### src/tcf_pkg.sv
// tilt complementary filter: shared types, constants and the atan table
package tcf_pkg;

  localparam int FIELD_W    = 16;
  localparam int GAIN_W     = 20;
  localparam int WEIGHT_W   = 17;
  localparam int CFG_IDX_W  = 2;
  localparam int CFG_DATA_W = 20;

  // prediction, difference and blend sum widths
  localparam int PRED_W = 37;
  localparam int DIFF_W = 38;
  localparam int SUM_W  = 57;

  // cordic datapath
  localparam int CRD_W      = 26;
  localparam int ATAN_IDX_W = 5;

  localparam logic [GAIN_W-1:0]   GAIN_RESET   = 20'd640;
  localparam logic [WEIGHT_W-1:0] WEIGHT_RESET = 17'd3277;
  localparam logic [WEIGHT_W-1:0] WEIGHT_ONE   = 17'd65536;

  localparam logic signed [CRD_W-1:0] ANGLE_180  = 26'sd11796480;
  localparam logic signed [CRD_W-1:0] ANGLE_HALF = 26'sd512;
  localparam logic signed [SUM_W-1:0] ROUND_Q32  = 57'sh0_8000_0000;

  localparam logic signed [FIELD_W-1:0] SAT_MAX = 16'sh7fff;
  localparam logic signed [FIELD_W-1:0] SAT_MIN = 16'sh8000;

  typedef enum logic [CFG_IDX_W-1:0] {
    REG_GYRO_STEP_GAIN = 2'd0,
    REG_BLEND_WEIGHT   = 2'd1
  } cfg_reg_e;

  typedef enum logic [4:0] {
    ST_IDLE  = 5'b00001,
    ST_RUN   = 5'b00010,
    ST_PRED  = 5'b00100,
    ST_BLEND = 5'b01000,
    ST_SAT   = 5'b10000
  } tcf_state_e;

  // atan(2^-i) in degrees, Q16, rounded to nearest
  function automatic logic signed [CRD_W-1:0] atan_deg_q16(input logic [ATAN_IDX_W-1:0] idx);
    logic signed [CRD_W-1:0] r;
    case (idx)
      5'd0:    r = 26'sd2949120;
      5'd1:    r = 26'sd1740967;
      5'd2:    r = 26'sd919879;
      5'd3:    r = 26'sd466945;
      5'd4:    r = 26'sd234379;
      5'd5:    r = 26'sd117304;
      5'd6:    r = 26'sd58666;
      5'd7:    r = 26'sd29335;
      5'd8:    r = 26'sd14668;
      5'd9:    r = 26'sd7334;
      5'd10:   r = 26'sd3667;
      5'd11:   r = 26'sd1833;
      5'd12:   r = 26'sd917;
      5'd13:   r = 26'sd458;
      5'd14:   r = 26'sd229;
      5'd15:   r = 26'sd115;
      5'd16:   r = 26'sd57;
      5'd17:   r = 26'sd29;
      5'd18:   r = 26'sd14;
      5'd19:   r = 26'sd7;
      5'd20:   r = 26'sd4;
      5'd21:   r = 26'sd2;
      5'd22:   r = 26'sd1;
      default: r = 26'sd0;
    endcase
    return r;
  endfunction

endpackage

### src/tcf_in_if.sv
// input channel: one imu sample per item
interface tcf_in_if import tcf_pkg::*; ();
  logic                      valid;
  logic                      ready;
  logic signed [FIELD_W-1:0] gyro_rate;
  logic signed [FIELD_W-1:0] accel_side;
  logic signed [FIELD_W-1:0] accel_up;

  modport source (output valid, output gyro_rate, output accel_side, output accel_up,
                  input ready);
  modport sink   (input valid, input gyro_rate, input accel_side, input accel_up,
                  output ready);
endinterface

### src/tcf_out_if.sv
// output channel: one filtered angle per item
interface tcf_out_if import tcf_pkg::*; ();
  logic                      valid;
  logic                      ready;
  logic signed [FIELD_W-1:0] tilt_angle;

  modport source (output valid, output tilt_angle, input ready);
  modport sink   (input valid, input tilt_angle, output ready);
endinterface

### src/tcf_serial_mul.sv
// shift-add multiplier: signed multiplicand, unsigned multiplier, one bit per cycle
module tcf_serial_mul import tcf_pkg::*; #(
  parameter int AW = 16,
  parameter int BW = 20
) (
  input  logic                    clk_i,
  input  logic                    rst_ni,
  input  logic                    start_i,
  input  logic signed [AW-1:0]    a_i,
  input  logic        [BW-1:0]    b_i,
  output logic                    busy_o,
  output logic signed [AW+BW:0]   prod_o
);

  localparam int CNT_W = $clog2(BW);

  logic signed [AW-1:0] a_q;
  logic        [AW:0]   hi_q, hi_d;
  logic        [BW-1:0] lo_q, lo_d;
  logic        [CNT_W-1:0] cnt_q;
  logic                 busy_q;
  logic        [AW+1:0] sum;

  // multiplier bits leave lo from the bottom, product bits enter from the top
  always_comb begin
    sum  = {hi_q[AW], hi_q} + (lo_q[0] ? {{2{a_q[AW-1]}}, a_q} : '0);
    hi_d = sum[AW+1:1];
    lo_d = {sum[0], lo_q[BW-1:1]};
  end

  always_ff @(posedge clk_i or negedge rst_ni) begin
    if (!rst_ni) begin
      busy_q <= 1'b0;
      cnt_q  <= '0;
    end else if (start_i) begin
      busy_q <= 1'b1;
      cnt_q  <= '0;
    end else if (busy_q) begin
      if (cnt_q == CNT_W'(BW - 1)) begin
        busy_q <= 1'b0;
      end
      cnt_q <= cnt_q + 1'b1;
    end
  end

  always_ff @(posedge clk_i) begin
    if (start_i) begin
      a_q  <= a_i;
      hi_q <= '0;
      lo_q <= b_i;
    end else if (busy_q) begin
      hi_q <= hi_d;
      lo_q <= lo_d;
    end
  end

  assign busy_o = busy_q;
  assign prod_o = signed'({hi_q, lo_q});

endmodule

### src/tcf_cordic.sv
// vectoring cordic for atan2(side, up) in degrees, one iteration per cycle
module tcf_cordic import tcf_pkg::*; #(
  parameter int STEPS = 16
) (
  input  logic                      clk_i,
  input  logic                      rst_ni,
  input  logic                      start_i,
  input  logic signed [FIELD_W-1:0] side_i,
  input  logic signed [FIELD_W-1:0] up_i,
  output logic                      busy_o,
  output logic signed [FIELD_W-1:0] angle_o
);

  localparam int CNT_W = $clog2(STEPS);

  logic signed [CRD_W-1:0] x_q, y_q, z_q;
  logic signed [CRD_W-1:0] x_d, y_d, z_d;
  logic signed [CRD_W-1:0] x0, y0, z0;
  logic signed [CRD_W-1:0] xs, ys, at, zr;
  logic        [CNT_W-1:0] cnt_q;
  logic                    busy_q;
  logic                    zero_q;

  // scale by 256; a negative up axis is turned by 180 degrees first
  always_comb begin
    x0 = signed'({{2{up_i[FIELD_W-1]}}, up_i, 8'b0});
    y0 = signed'({{2{side_i[FIELD_W-1]}}, side_i, 8'b0});
    z0 = '0;
    if (up_i[FIELD_W-1]) begin
      z0 = side_i[FIELD_W-1] ? -ANGLE_180 : ANGLE_180;
      x0 = -x0;
      y0 = -y0;
    end
  end

  always_comb begin
    xs = x_q >>> cnt_q;
    ys = y_q >>> cnt_q;
    at = atan_deg_q16(ATAN_IDX_W'(cnt_q));
    if (y_q > 0) begin
      x_d = x_q + ys;
      y_d = y_q - xs;
      z_d = z_q + at;
    end else begin
      x_d = x_q - ys;
      y_d = y_q + xs;
      z_d = z_q - at;
    end
  end

  always_ff @(posedge clk_i or negedge rst_ni) begin
    if (!rst_ni) begin
      busy_q <= 1'b0;
      cnt_q  <= '0;
    end else if (start_i) begin
      busy_q <= 1'b1;
      cnt_q  <= '0;
    end else if (busy_q) begin
      if (cnt_q == CNT_W'(STEPS - 1)) begin
        busy_q <= 1'b0;
      end
      cnt_q <= cnt_q + 1'b1;
    end
  end

  always_ff @(posedge clk_i) begin
    if (start_i) begin
      x_q    <= x0;
      y_q    <= y0;
      z_q    <= z0;
      zero_q <= (side_i == '0) && (up_i == '0);
    end else if (busy_q) begin
      x_q <= x_d;
      y_q <= y_d;
      z_q <= z_d;
    end
  end

  // degrees q16 to 1/64 degree, rounded
  assign zr      = z_q + ANGLE_HALF;
  assign busy_o  = busy_q;
  assign angle_o = zero_q ? '0 : signed'(zr[CRD_W-1:10]);

endmodule

### src/tilt_complementary_filter_top.sv
// tilt complementary filter top: sequencer, config registers, blend and output register
//
// channel  dir  handshake     payload
// in_i     in   valid/ready   gyro_rate, accel_side, accel_up (16 bit signed each)
// out_o    out  valid/ready   tilt_angle (16 bit signed, 1/64 degree)
// cfg      in   cfg_we_i      cfg_idx_i selects gyro_step_gain or blend_weight
//
// an item runs from accept to result as follows: the gyro
// multiply (one gain bit a cycle) runs beside the cordic, then the blend multiply.
// in_i.ready is high only while no item is in work; a finished result sits in the
// output register, so the next item is taken while it waits.
// reset clears the angle, the sequencer and the output valid and loads register defaults.
module tilt_complementary_filter_top import tcf_pkg::*; #(
  parameter int CORDIC_STEPS = 16  // 8 to 24
) (
  input  logic                  clk_i,
  input  logic                  rst_ni,
  tcf_in_if.sink                in_i,
  tcf_out_if.source             out_o,
  input  logic                  cfg_we_i,
  input  logic [CFG_IDX_W-1:0]  cfg_idx_i,
  input  logic [CFG_DATA_W-1:0] cfg_data_i
);

  localparam int GMUL_W = FIELD_W + GAIN_W + 1;
  localparam int BMUL_W = DIFF_W + WEIGHT_W + 1;

  tcf_state_e state_q, state_d;

  logic [GAIN_W-1:0]   gain_q;
  logic [WEIGHT_W-1:0] weight_q;
  logic [WEIGHT_W-1:0] weight_eff;

  logic signed [FIELD_W-1:0] angle_q;
  logic signed [FIELD_W-1:0] out_q;
  logic                      out_valid_q;
  logic signed [PRED_W-1:0]  pred_q;
  logic signed [SUM_W-1:0]   sum_q;

  logic signed [GMUL_W-1:0]  gmul_prod;
  logic signed [BMUL_W-1:0]  bmul_prod;
  logic signed [FIELD_W-1:0] acc_angle;
  logic                      gmul_busy, bmul_busy, crd_busy;
  logic                      accept, pred_load, bmul_start, sum_load, res_load;
  logic signed [PRED_W-1:0]  pred_d;
  logic signed [DIFF_W-1:0]  diff;
  logic signed [SUM_W-1:0]   sum_d;
  logic signed [SUM_W-33:0]  res_wide;
  logic signed [FIELD_W-1:0] res;

  assign accept     = in_i.valid && (state_q == ST_IDLE);
  assign pred_load  = (state_q == ST_RUN) && !gmul_busy && !crd_busy;
  assign bmul_start = (state_q == ST_PRED);
  assign sum_load   = (state_q == ST_BLEND) && !bmul_busy;
  assign res_load   = (state_q == ST_SAT) && (!out_valid_q || out_o.ready);

  assign weight_eff = (weight_q > WEIGHT_ONE) ? WEIGHT_ONE : weight_q;

  tcf_serial_mul #(
    .AW (FIELD_W),
    .BW (GAIN_W)
  ) u_gyro_mul (
    .clk_i   (clk_i),
    .rst_ni  (rst_ni),
    .start_i (accept),
    .a_i     (in_i.gyro_rate),
    .b_i     (gain_q),
    .busy_o  (gmul_busy),
    .prod_o  (gmul_prod)
  );

  tcf_cordic #(
    .STEPS (CORDIC_STEPS)
  ) u_cordic (
    .clk_i   (clk_i),
    .rst_ni  (rst_ni),
    .start_i (accept),
    .side_i  (in_i.accel_side),
    .up_i    (in_i.accel_up),
    .busy_o  (crd_busy),
    .angle_o (acc_angle)
  );

  // sum = pred * 2^16 + w * (acc * 2^16 - pred)
  assign pred_d = signed'({{(PRED_W-FIELD_W-16){angle_q[FIELD_W-1]}}, angle_q, 16'b0})
                  + gmul_prod;
  assign diff   = signed'({{(DIFF_W-FIELD_W-16){acc_angle[FIELD_W-1]}}, acc_angle, 16'b0})
                  - signed'({pred_q[PRED_W-1], pred_q});

  tcf_serial_mul #(
    .AW (DIFF_W),
    .BW (WEIGHT_W)
  ) u_blend_mul (
    .clk_i   (clk_i),
    .rst_ni  (rst_ni),
    .start_i (bmul_start),
    .a_i     (diff),
    .b_i     (weight_eff),
    .busy_o  (bmul_busy),
    .prod_o  (bmul_prod)
  );

  assign sum_d = signed'({{(SUM_W-PRED_W-16){pred_q[PRED_W-1]}}, pred_q, 16'b0})
                 + signed'({bmul_prod[BMUL_W-1], bmul_prod}) + ROUND_Q32;

  // saturate the q32-rounded result to the field range
  always_comb begin
    res_wide = signed'(sum_q[SUM_W-1:32]);
    if (res_wide > signed'({{(SUM_W-32-FIELD_W){1'b0}}, SAT_MAX})) begin
      res = SAT_MAX;
    end else if (res_wide < signed'({{(SUM_W-32-FIELD_W){1'b1}}, SAT_MIN})) begin
      res = SAT_MIN;
    end else begin
      res = res_wide[FIELD_W-1:0];
    end
  end

  always_comb begin
    state_d = state_q;
    case (state_q)
      ST_IDLE:  if (accept) state_d = ST_RUN;
      ST_RUN:   if (pred_load) state_d = ST_PRED;
      ST_PRED:  state_d = ST_BLEND;
      ST_BLEND: if (sum_load) state_d = ST_SAT;
      ST_SAT:   if (res_load) state_d = ST_IDLE;
      default:  state_d = ST_IDLE;
    endcase
  end

  always_ff @(posedge clk_i or negedge rst_ni) begin
    if (!rst_ni) begin
      state_q     <= ST_IDLE;
      angle_q     <= '0;
      out_valid_q <= 1'b0;
      gain_q      <= GAIN_RESET;
      weight_q    <= WEIGHT_RESET;
    end else begin
      state_q <= state_d;
      if (res_load) begin
        angle_q     <= res;
        out_valid_q <= 1'b1;
      end else if (out_o.ready) begin
        out_valid_q <= 1'b0;
      end
      if (cfg_we_i) begin
        case (cfg_idx_i)
          REG_GYRO_STEP_GAIN: gain_q   <= cfg_data_i;
          REG_BLEND_WEIGHT:   weight_q <= cfg_data_i[WEIGHT_W-1:0];
          default: ;
        endcase
      end
    end
  end

  always_ff @(posedge clk_i) begin
    if (pred_load) begin
      pred_q <= pred_d;
    end
    if (sum_load) begin
      sum_q <= sum_d;
    end
    if (res_load) begin
      out_q <= res;
    end
  end

  assign in_i.ready       = (state_q == ST_IDLE);
  assign out_o.valid      = out_valid_q;
  assign out_o.tilt_angle = out_q;

endmodule
### src/flat_wrapper.sv
// flat-port wrapper written by rule: the top's interface ports become plain ports
module tilt_complementary_filter_top_flat import tcf_pkg::*;
#(
  parameter int CORDIC_STEPS = 16            
)
  (clk_i, rst_ni, cfg_we_i, cfg_idx_i, cfg_data_i, in_i_valid, in_i_gyro_rate, in_i_accel_side, in_i_accel_up, in_i_ready, out_o_valid, out_o_tilt_angle, out_o_ready);
  tcf_in_if in_i_i ();
  tcf_out_if out_o_i ();
  input  logic clk_i;
  input  logic rst_ni;
  input  logic cfg_we_i;
  input  logic [CFG_IDX_W-1:0] cfg_idx_i;
  input  logic [CFG_DATA_W-1:0] cfg_data_i;
  input wire logic [$bits(in_i_i.valid)-1:0] in_i_valid;
  input wire logic [$bits(in_i_i.gyro_rate)-1:0] in_i_gyro_rate;
  input wire logic [$bits(in_i_i.accel_side)-1:0] in_i_accel_side;
  input wire logic [$bits(in_i_i.accel_up)-1:0] in_i_accel_up;
  output wire logic [$bits(in_i_i.ready)-1:0] in_i_ready;
  output wire logic [$bits(out_o_i.valid)-1:0] out_o_valid;
  output wire logic [$bits(out_o_i.tilt_angle)-1:0] out_o_tilt_angle;
  input wire logic [$bits(out_o_i.ready)-1:0] out_o_ready;
  assign in_i_i.valid = in_i_valid;
  assign in_i_i.gyro_rate = in_i_gyro_rate;
  assign in_i_i.accel_side = in_i_accel_side;
  assign in_i_i.accel_up = in_i_accel_up;
  assign in_i_ready = in_i_i.ready;
  assign out_o_valid = out_o_i.valid;
  assign out_o_tilt_angle = out_o_i.tilt_angle;
  assign out_o_i.ready = out_o_ready;
  tilt_complementary_filter_top #(.CORDIC_STEPS(CORDIC_STEPS)) u_core (.clk_i(clk_i), .rst_ni(rst_ni), .in_i(in_i_i), .out_o(out_o_i), .cfg_we_i(cfg_we_i), .cfg_idx_i(cfg_idx_i), .cfg_data_i(cfg_data_i));
endmodule
### config.mk
export PLATFORM = sky130hd
export DESIGN_NAME = tilt_complementary_filter_top_flat
export DESIGN_NICKNAME = d
export VERILOG_FILES = /design/src/tcf_pkg.sv /design/src/tcf_in_if.sv /design/src/tcf_out_if.sv /design/src/tcf_serial_mul.sv /design/src/tcf_cordic.sv /design/src/tilt_complementary_filter_top.sv /design/src/flat_wrapper.sv
export SDC_FILE = /design/constraint.sdc
export NUM_CORES = 1
export LEC_CHECK = 0
export ABC_AREA = 1
export BUFFER_PORTS_ARGS = -buffer_cell sky130_fd_sc_hd__buf_4
export CAP_MARGIN = 20
export CORE_MARGIN = 1.5
export CORE_UTILIZATION = 40
export DETAILED_ROUTE_END_ITERATION = 8
export PLACE_DENSITY = 0.65
export SYNTH_ARGS = -nofsm -noshare
export SYNTH_HDL_FRONTEND = slang
export SYNTH_SLANG_ARGS = --single-unit
export TNS_END_PERCENT = 30
### constraint.sdc
create_clock -name clk_i -period 4.5 [get_ports clk_i]
set_input_delay 0.9 -clock clk_i [delete_from_list [all_inputs] [get_ports clk_i]]
set_output_delay 0.9 -clock clk_i [all_outputs]
set_load 0.005 [all_outputs]
After elaboration in Yosys (flattened, before gate mapping)
Memories as Yosys holds them, arrays and structs flattened. Index checks and enable logic that the tools add are counted.

$lt $le $gt $ge: 4. Muxes and demuxes: 45. Add/subtract/negate cells: 18. Reduce and logical (&&, ||, !) cells: 21. Shifts and indexed selects: 2. Equal/unequal tests: 13.

Operators by type and width (number): $mux 26 (13); $add 26x26->26 (3); $sub 26x26->26 (3); $add 53x56->57 (1); $add 57x33->57 const B (1); $neg 24->26 (2); $sshr 26x4->26 (2); $mux 17 (3); $mux 16 (3); $add 40x40->40 (1); $mux 20 (2); $mux 40 (1); $mux 5 (8); $sub 32x37->38 (1); $add 32x37->37 (1); $logic_not 16->1 (2); $add 26x11->26 const B (1); $gt 26x1->1 const B (1); $gt 25x16->1 const B (1); $lt 25x16->1 const B (1); $pmux 5 s5 (1); $add 18x18->18 (1); $mux 18 (1); $gt 17x17->1 const B (1); 19 further kinds (48).

Memory bits (read-only): 352. Register bits: 412. Bits of input ports: 75. Output and inout port bits: 18. Memories: 1. Word-level logic and storage cells: 128.

Memories: (no name shown) (depth 16, bits a word 22, rd ports 1, clocked after memory_dff 0, write ports 0, line tcf_pkg.sv:46) `case (idx)`.

Depth between registers and ports, before layout
Depth after elaboration: 5. Mapped depth: 32. Gate-level depth less buffers: 30.

By module
From an unflattened synthesis, not the netlist that was laid out.

Cell total of the unflattened synthesis: 4945. Area, all modules: 33741.1 µm².

By module, submodules not included: tcf_cordic (sequential area each 2497.4 µm², instances 1, cells an instance 2039, area each 12580.8 µm²); tilt_complementary_filter_top (sequential area each 3831.2 µm², instances 1, cells an instance 1472, area each 11066.9 µm²); tcf_serial_mul (u_core.u_blend_mul) (sequential area each 2582.5 µm², instances 1, cells an instance 988, area each 6712.7 µm²); tcf_serial_mul (u_core.u_gyro_mul) (sequential area each 1571.5 µm², instances 1, cells an instance 446, area each 3380.7 µm²).

Least setup slack after synthesis
No wires, ideal clock.

Kind: reg-to-reg. Start point: register u_core.u_cordic.cnt_q[0]. End point: register u_core.u_cordic.z_q[18] (data pin). Slack: 0.485 ns. Arrival time: 3.762 ns. Stages on the path, launching flop included: 27. Setup time: 0.253 ns. Buffers on the path: 1. Period minus slack after synthesis: 4.015 ns. Required time: 4.247 ns. Cell sequence: dfrtp_1 inv_2 buf_2 ha_1 inv_1 nor2_1 nor2_1 a22o_1 nand3_1 nor3_1 nand2_1 nand2_1 xor2_1 ha_1 a21oi_1 o21ai_0 a21oi_1 nor2_1 nor2_1 inv_1 a21oi_1 inv_1 nand2_1 o211ai_1 or2_2 nand3_1 nand2_1.

Word-level cells in the longest chain between the ends: 5. Elaborated cells between the ends (all ways): 6. Those cells by class: add/sub (2); mux (3); memory (1).

Ends and longest elaborated chain: start: declaration (line tcf_cordic.sv:20) `logic [CNT_W-1:0] cnt_q;`; start signal: assignment (line tcf_cordic.sv:62) `cnt_q <= cnt_q + 1'b1;`; $mem_v2 16x22 *; $sub 26x26->26 or $add 26x26->26 (tied branches) (line tcf_cordic.sv:47, tcf_cordic.sv:43); $mux 26 * (line tcf_cordic.sv:40) `if (y_q > 0) begin`; $mux 26 * (line tcf_cordic.sv:72) `end else if (busy_q) begin`; $mux 26 * (line tcf_cordic.sv:67) `if (start_i) begin`; end signal: assignment (line tcf_cordic.sv:70) `z_q <= z0;`; end signal: assignment (line tcf_cordic.sv:75) `z_q <= z_d;`; end: declaration (line tcf_cordic.sv:16) `logic signed [CRD_W-1:0] x_q, y_q, z_q;`.

Mark *: on every way between the ends. The rest lies on a longest branch, timed or not. The select of a mux whose other input is x is not followed. A chain may end at the register's enable or synchronous reset.

Worst setup path in the final report
Start point: register u_core.u_cordic.cnt_q[0]. End point: register u_core.u_cordic.x_q[22] (data pin).

Word-level cells in the longest chain between the ends: 5. Elaborated cells between the ends (all ways): 6. Those cells by class: add/sub (2); shift (1); mux (3).

Ends and longest elaborated chain: $sshr 26x4->26 * (line tcf_cordic.sv:38) `ys = y_q >>> cnt_q;`; $sub 26x26->26 or $add 26x26->26 (tied branches) (line tcf_cordic.sv:45, tcf_cordic.sv:41); $mux 26 * (line tcf_cordic.sv:40); $mux 26 * (line tcf_cordic.sv:72); $mux 26 * (line tcf_cordic.sv:67); end signal: assignment (line tcf_cordic.sv:68) `x_q <= x0;`; end signal: assignment (line tcf_cordic.sv:73) `x_q <= x_d;`; end: declaration (line tcf_cordic.sv:16).

Marked as above.

==> key figures <==
Placement
  • Port bufs: 92
  • Gpl congestion: between 0.9 and 1
  • HPWL after detailed placement: 71.77 mm
  • Pre-CTS setup slack: -0.2269 ns
  • Placed Area: 33820 um2

Global routing
  • Pin count of the biggest net entering global routing: 72
  • GRT Overall Usage: 22.09%
  • First-pass GRT wire length: 145.0 mm
  • Initial antenna violation count: 0
  • Overflow left after global routing: 0
  • Number of global-route vias before repair: 27290

Min path
  • HP Class: input port to async pin

Critical path
  • Crit path from: u_core.u_cordic.cnt_q[0]$_DFFE_PN0P_
  • CP Capture Point: u_core.u_cordic.x_q[22]$_DFFE_PP_
  • Most numerous cell on the critical path: nand2_1
  • Flop-to-flop setup slack: approximately 0.25 ns
  • Crit path cell chain: buf_12 > buf_12 > nand2_1 > o21ai_2 > nand2_1 > nand3_1 > nand3_1 > o21a_1 > nor2_2 > nand2_1 > nor2_4 > nand2_2 > o21ai_2 > xor2_1 > ha_2 > a21oi_2 > o21ai_0 > a21oi_2 > nand3_2 > a31o_2 > o21ai_0 > nand2_1
  • CP Depth: 22
  • Largest stage delay on the critical path: ~0.46 ns
  • Slowest-stage cell, CP: dfrtp_2
  • Critical path class: flip-flop to flip-flop
  • R2r worst-path depth: 22
  • WP buf/inv: 2
  • Worst R2R Start: u_core.u_cordic.cnt_q[0]$_DFFE_PN0P_
  • CP Capture Type: flip-flop
  • Worst r2r dst: u_core.u_cordic.x_q[22]$_DFFE_PP_
  • Crit path arrival time: ~4.6 ns
  • CP top delay family: compound AO/OA/AOI/OAI gates
  • Max FO, Critical Path: 29
  • Worst EP required: between 4 and 5 ns
  • Worst setup SP type: flip-flop

CTS
  • Clk Latency, worst-skew pair: roughly 0.63 ns
  • CTS tree: yes
  • # H-tree levels: 2
  • Clk sinks: between 300 and 400
  • Hold buffer count at cts: 0
  • CTS Buf Count: 45
  • Reg clk slew, reported paths: 0.06 ns
  • Clk buf depth: 3
  • Root Buffer: clkbuf_16

Yosys
  • Post-synth cell types: 67
  • Post-synth top flop: edfxtp_1
  • Post-synth EDFFs: 248
  • Synth top area share: about a quarter
  • Most instantiated cells after synthesis: 1068 x nand2_1, 567 x inv_1, 375 x nor2_1, 330 x a21oi_1, 307 x o21ai_0
  • Mapped Cells: approximately 4400
  • Post-synthesis sequential area ratio: between 30% and 40%
  • Syn Area/Cell: a little over 7 um2
  • Synth top area cells: edfxtp_1 24%, nand2_1 13%, ha_1 11%, inv_1 6.7%, a21oi_1 5.2%
  • Synth area leader: edfxtp_1
  • Syn nets: around 4700
  • Most common cell in the netlist: nand2_1
  • #FFs+latches synth: between 300 and 400
  • Post-synth ARST share: 20.00%
  • Post-Syn Area: approximately 32000 um2
  • Ys Warns: 0

Layout
  • Antenna cells: 0
  • Layout fillers: 7990
  • Area grow syn2layout: 12.89%
  • Share of layout cells above drive strength 1: roughly 9.2%
  • Design Area, Final: about 36000 um2
  • Nets: 4849

Drt
  • Number of DRC markers in iteration 0: between 1500 and 2000
  • First-pass detailed-route iteration total: 6
  • Antenna Nets Post-Route: 0
  • Via count: 29360
  • WL per Instance: about 16 um
  • DR vias/cell: between 5 and 6
  • Total Routed Length: between 90 and 100 mm
  • DRC violations left: 0

Timing
  • RSZ-0062 raised after global routing: true
  • Final worst setup slack: between 0.2 and 0.3 ns
  • Setup Skew: roughly 0.049 ns
  • Minimum clock period: 4.249 ns
  • Rel. slew slack: between 20 and 30%
  • Max Slew Vio Count: 0
  • Worst-Margin Slew: approximately 1.1 ns
  • Fin crit share: between 90% and 100%
  • Hold Violations, Final: 0
  • Fmax achieved: about 0.24 GHz
  • Setup Viol. Count Final: 0

Die
  • Total Die Area: about 81000 um2
  • Core Region: just under 80000 um2
  • Initial core utilization: about two fifths
  • Io pins: between 90 and 100
  • Die Y: between 200 and 300 um
  • Row cnt: around 100
  • Die width: roughly 280 um

Run status
  • Status: completed

Job
  • MaxCap Viol Count: 0
repair_timing:
item	in CTS	in global routing
cloned	0	1
hold endpoints to repair	0	0
resized for setup	3	65
buffers inserted	0	6
endpoints found under the setup margin	3	40
pin swaps	0	10
cells by family (layout without fill, tap and decap cells):
family | after synthesis | in the layout | synth area share (%)
XOR/XNOR | 190 | 190 | 5.258
AO/OA/AOI/OAI | 880 | 880 | 15.74
buffers and inverters | 700 | 850 | 8.689
adder cells (fa/ha/maj) | 276 | 276 | 11.05
flip-flops | 380 | 380 | 33.12
multiplexers | 3 | 3 | 0.1067
AND/OR/NAND/NOR | 1956 | 1956 | 26.04
cell type report:
type | instances | area (um2) | share of cell area (%)
sequential | 380 | 10490 | 29.35
timing repair buffer | 178 | 1478 | 4.135
inverter | 588 | 2215 | 6.198
clock buffer | 53 | 1207 | 3.379
clock inverter | 31 | 370.4 | 1.036
tap | 1040 | 1301 | 3.642
multi-input combinational | 3305 | 18670 | 52.26
cell usage in the layout, fill, tap and decap left out, types with 13 or more instances in the layout:
| cell type | instances |
|---|---|
| inv_2 | 18 |
| o21ai_0 | 300 |
| o31ai_1 | 15 |
| nor2_1 | 369 |
| a31oi_1 | 37 |
| dfrtp_1 | 63 |
| o21a_1 | 20 |
| nor4_1 | 21 |
| nor3_1 | 62 |
| nand2_1 | 1064 |
| a21oi_1 | 321 |
| o21ai_1 | 32 |
| inv_1 | 566 |
| xor2_1 | 135 |
| buf_4 | 166 |
| edfxtp_1 | 248 |
| clkbuf_16 | 47 |
| a21o_1 | 25 |
| o21ai_2 | 18 |
| a21oi_2 | 13 |
| xnor2_1 | 54 |
| o211ai_1 | 22 |
| nand4_1 | 44 |
| o21bai_1 | 19 |
| nand3_1 | 279 |
| ha_1 | 263 |
| or2_2 | 26 |
| dfxtp_1 | 56 |
worst min-delay path by stage:
stage                     cells past startpoint  slack [ns]                             end
after floorplan                               0        0.42      u_core.pred_q[0]$_DFFE_PP_
after global placement                        0        0.43     u_core.pred_q[11]$_DFFE_PP_
after detailed placement                      0        0.44     u_core.pred_q[15]$_DFFE_PP_
after CTS                                     1        0.34   u_core.gain_q[19]$_DFFE_PN0P_
after global routing                          1        0.35  u_core.weight_q[9]$_DFFE_PN0P_
final                                         1        0.32  u_core.weight_q[1]$_DFFE_PN0P_
registers in the layout, indices dropped and copies added (netlist names), 20 cells and up:
name	count
u_core.gain_q	20
u_core.sum_q	25
u_core.u_cordic.x_q	26
u_core.u_blend_mul.hi_q	39
u_core.u_blend_mul.a_q	38
u_core.u_cordic.z_q	26
u_core.u_gyro_mul.lo_q	20
u_core.u_cordic.y_q	26
u_core.pred_q	37
metrics by stage:
stage	setup TNS (ns)	utilization [%]	hold WS [ns]	instances
finish	0	45.90	0.3217	5575
CTS	0	45.48	0.3383	5566
global placement	-0.4277	43.44	0.4333	5482
global route	-0.2525	45.90	0.3500	5575
floorplan	0	-	0.4244	4385
detailed placement	-0.4712	43.44	0.4381	5482
per-layer routing:
metal  global-route usage (%)  share of wire (%)  vias up
met4                    6.104                2.5        0
met3                    2.713                5.7      133
met1                    32.14                 48    13490
li1                         -                  -    14950
met5                        0                  0        -
met2                    34.28                 43      790
Power is not shown: default switching activity piles up to over one toggle a cycle in this logic, so the estimate is an artifact.
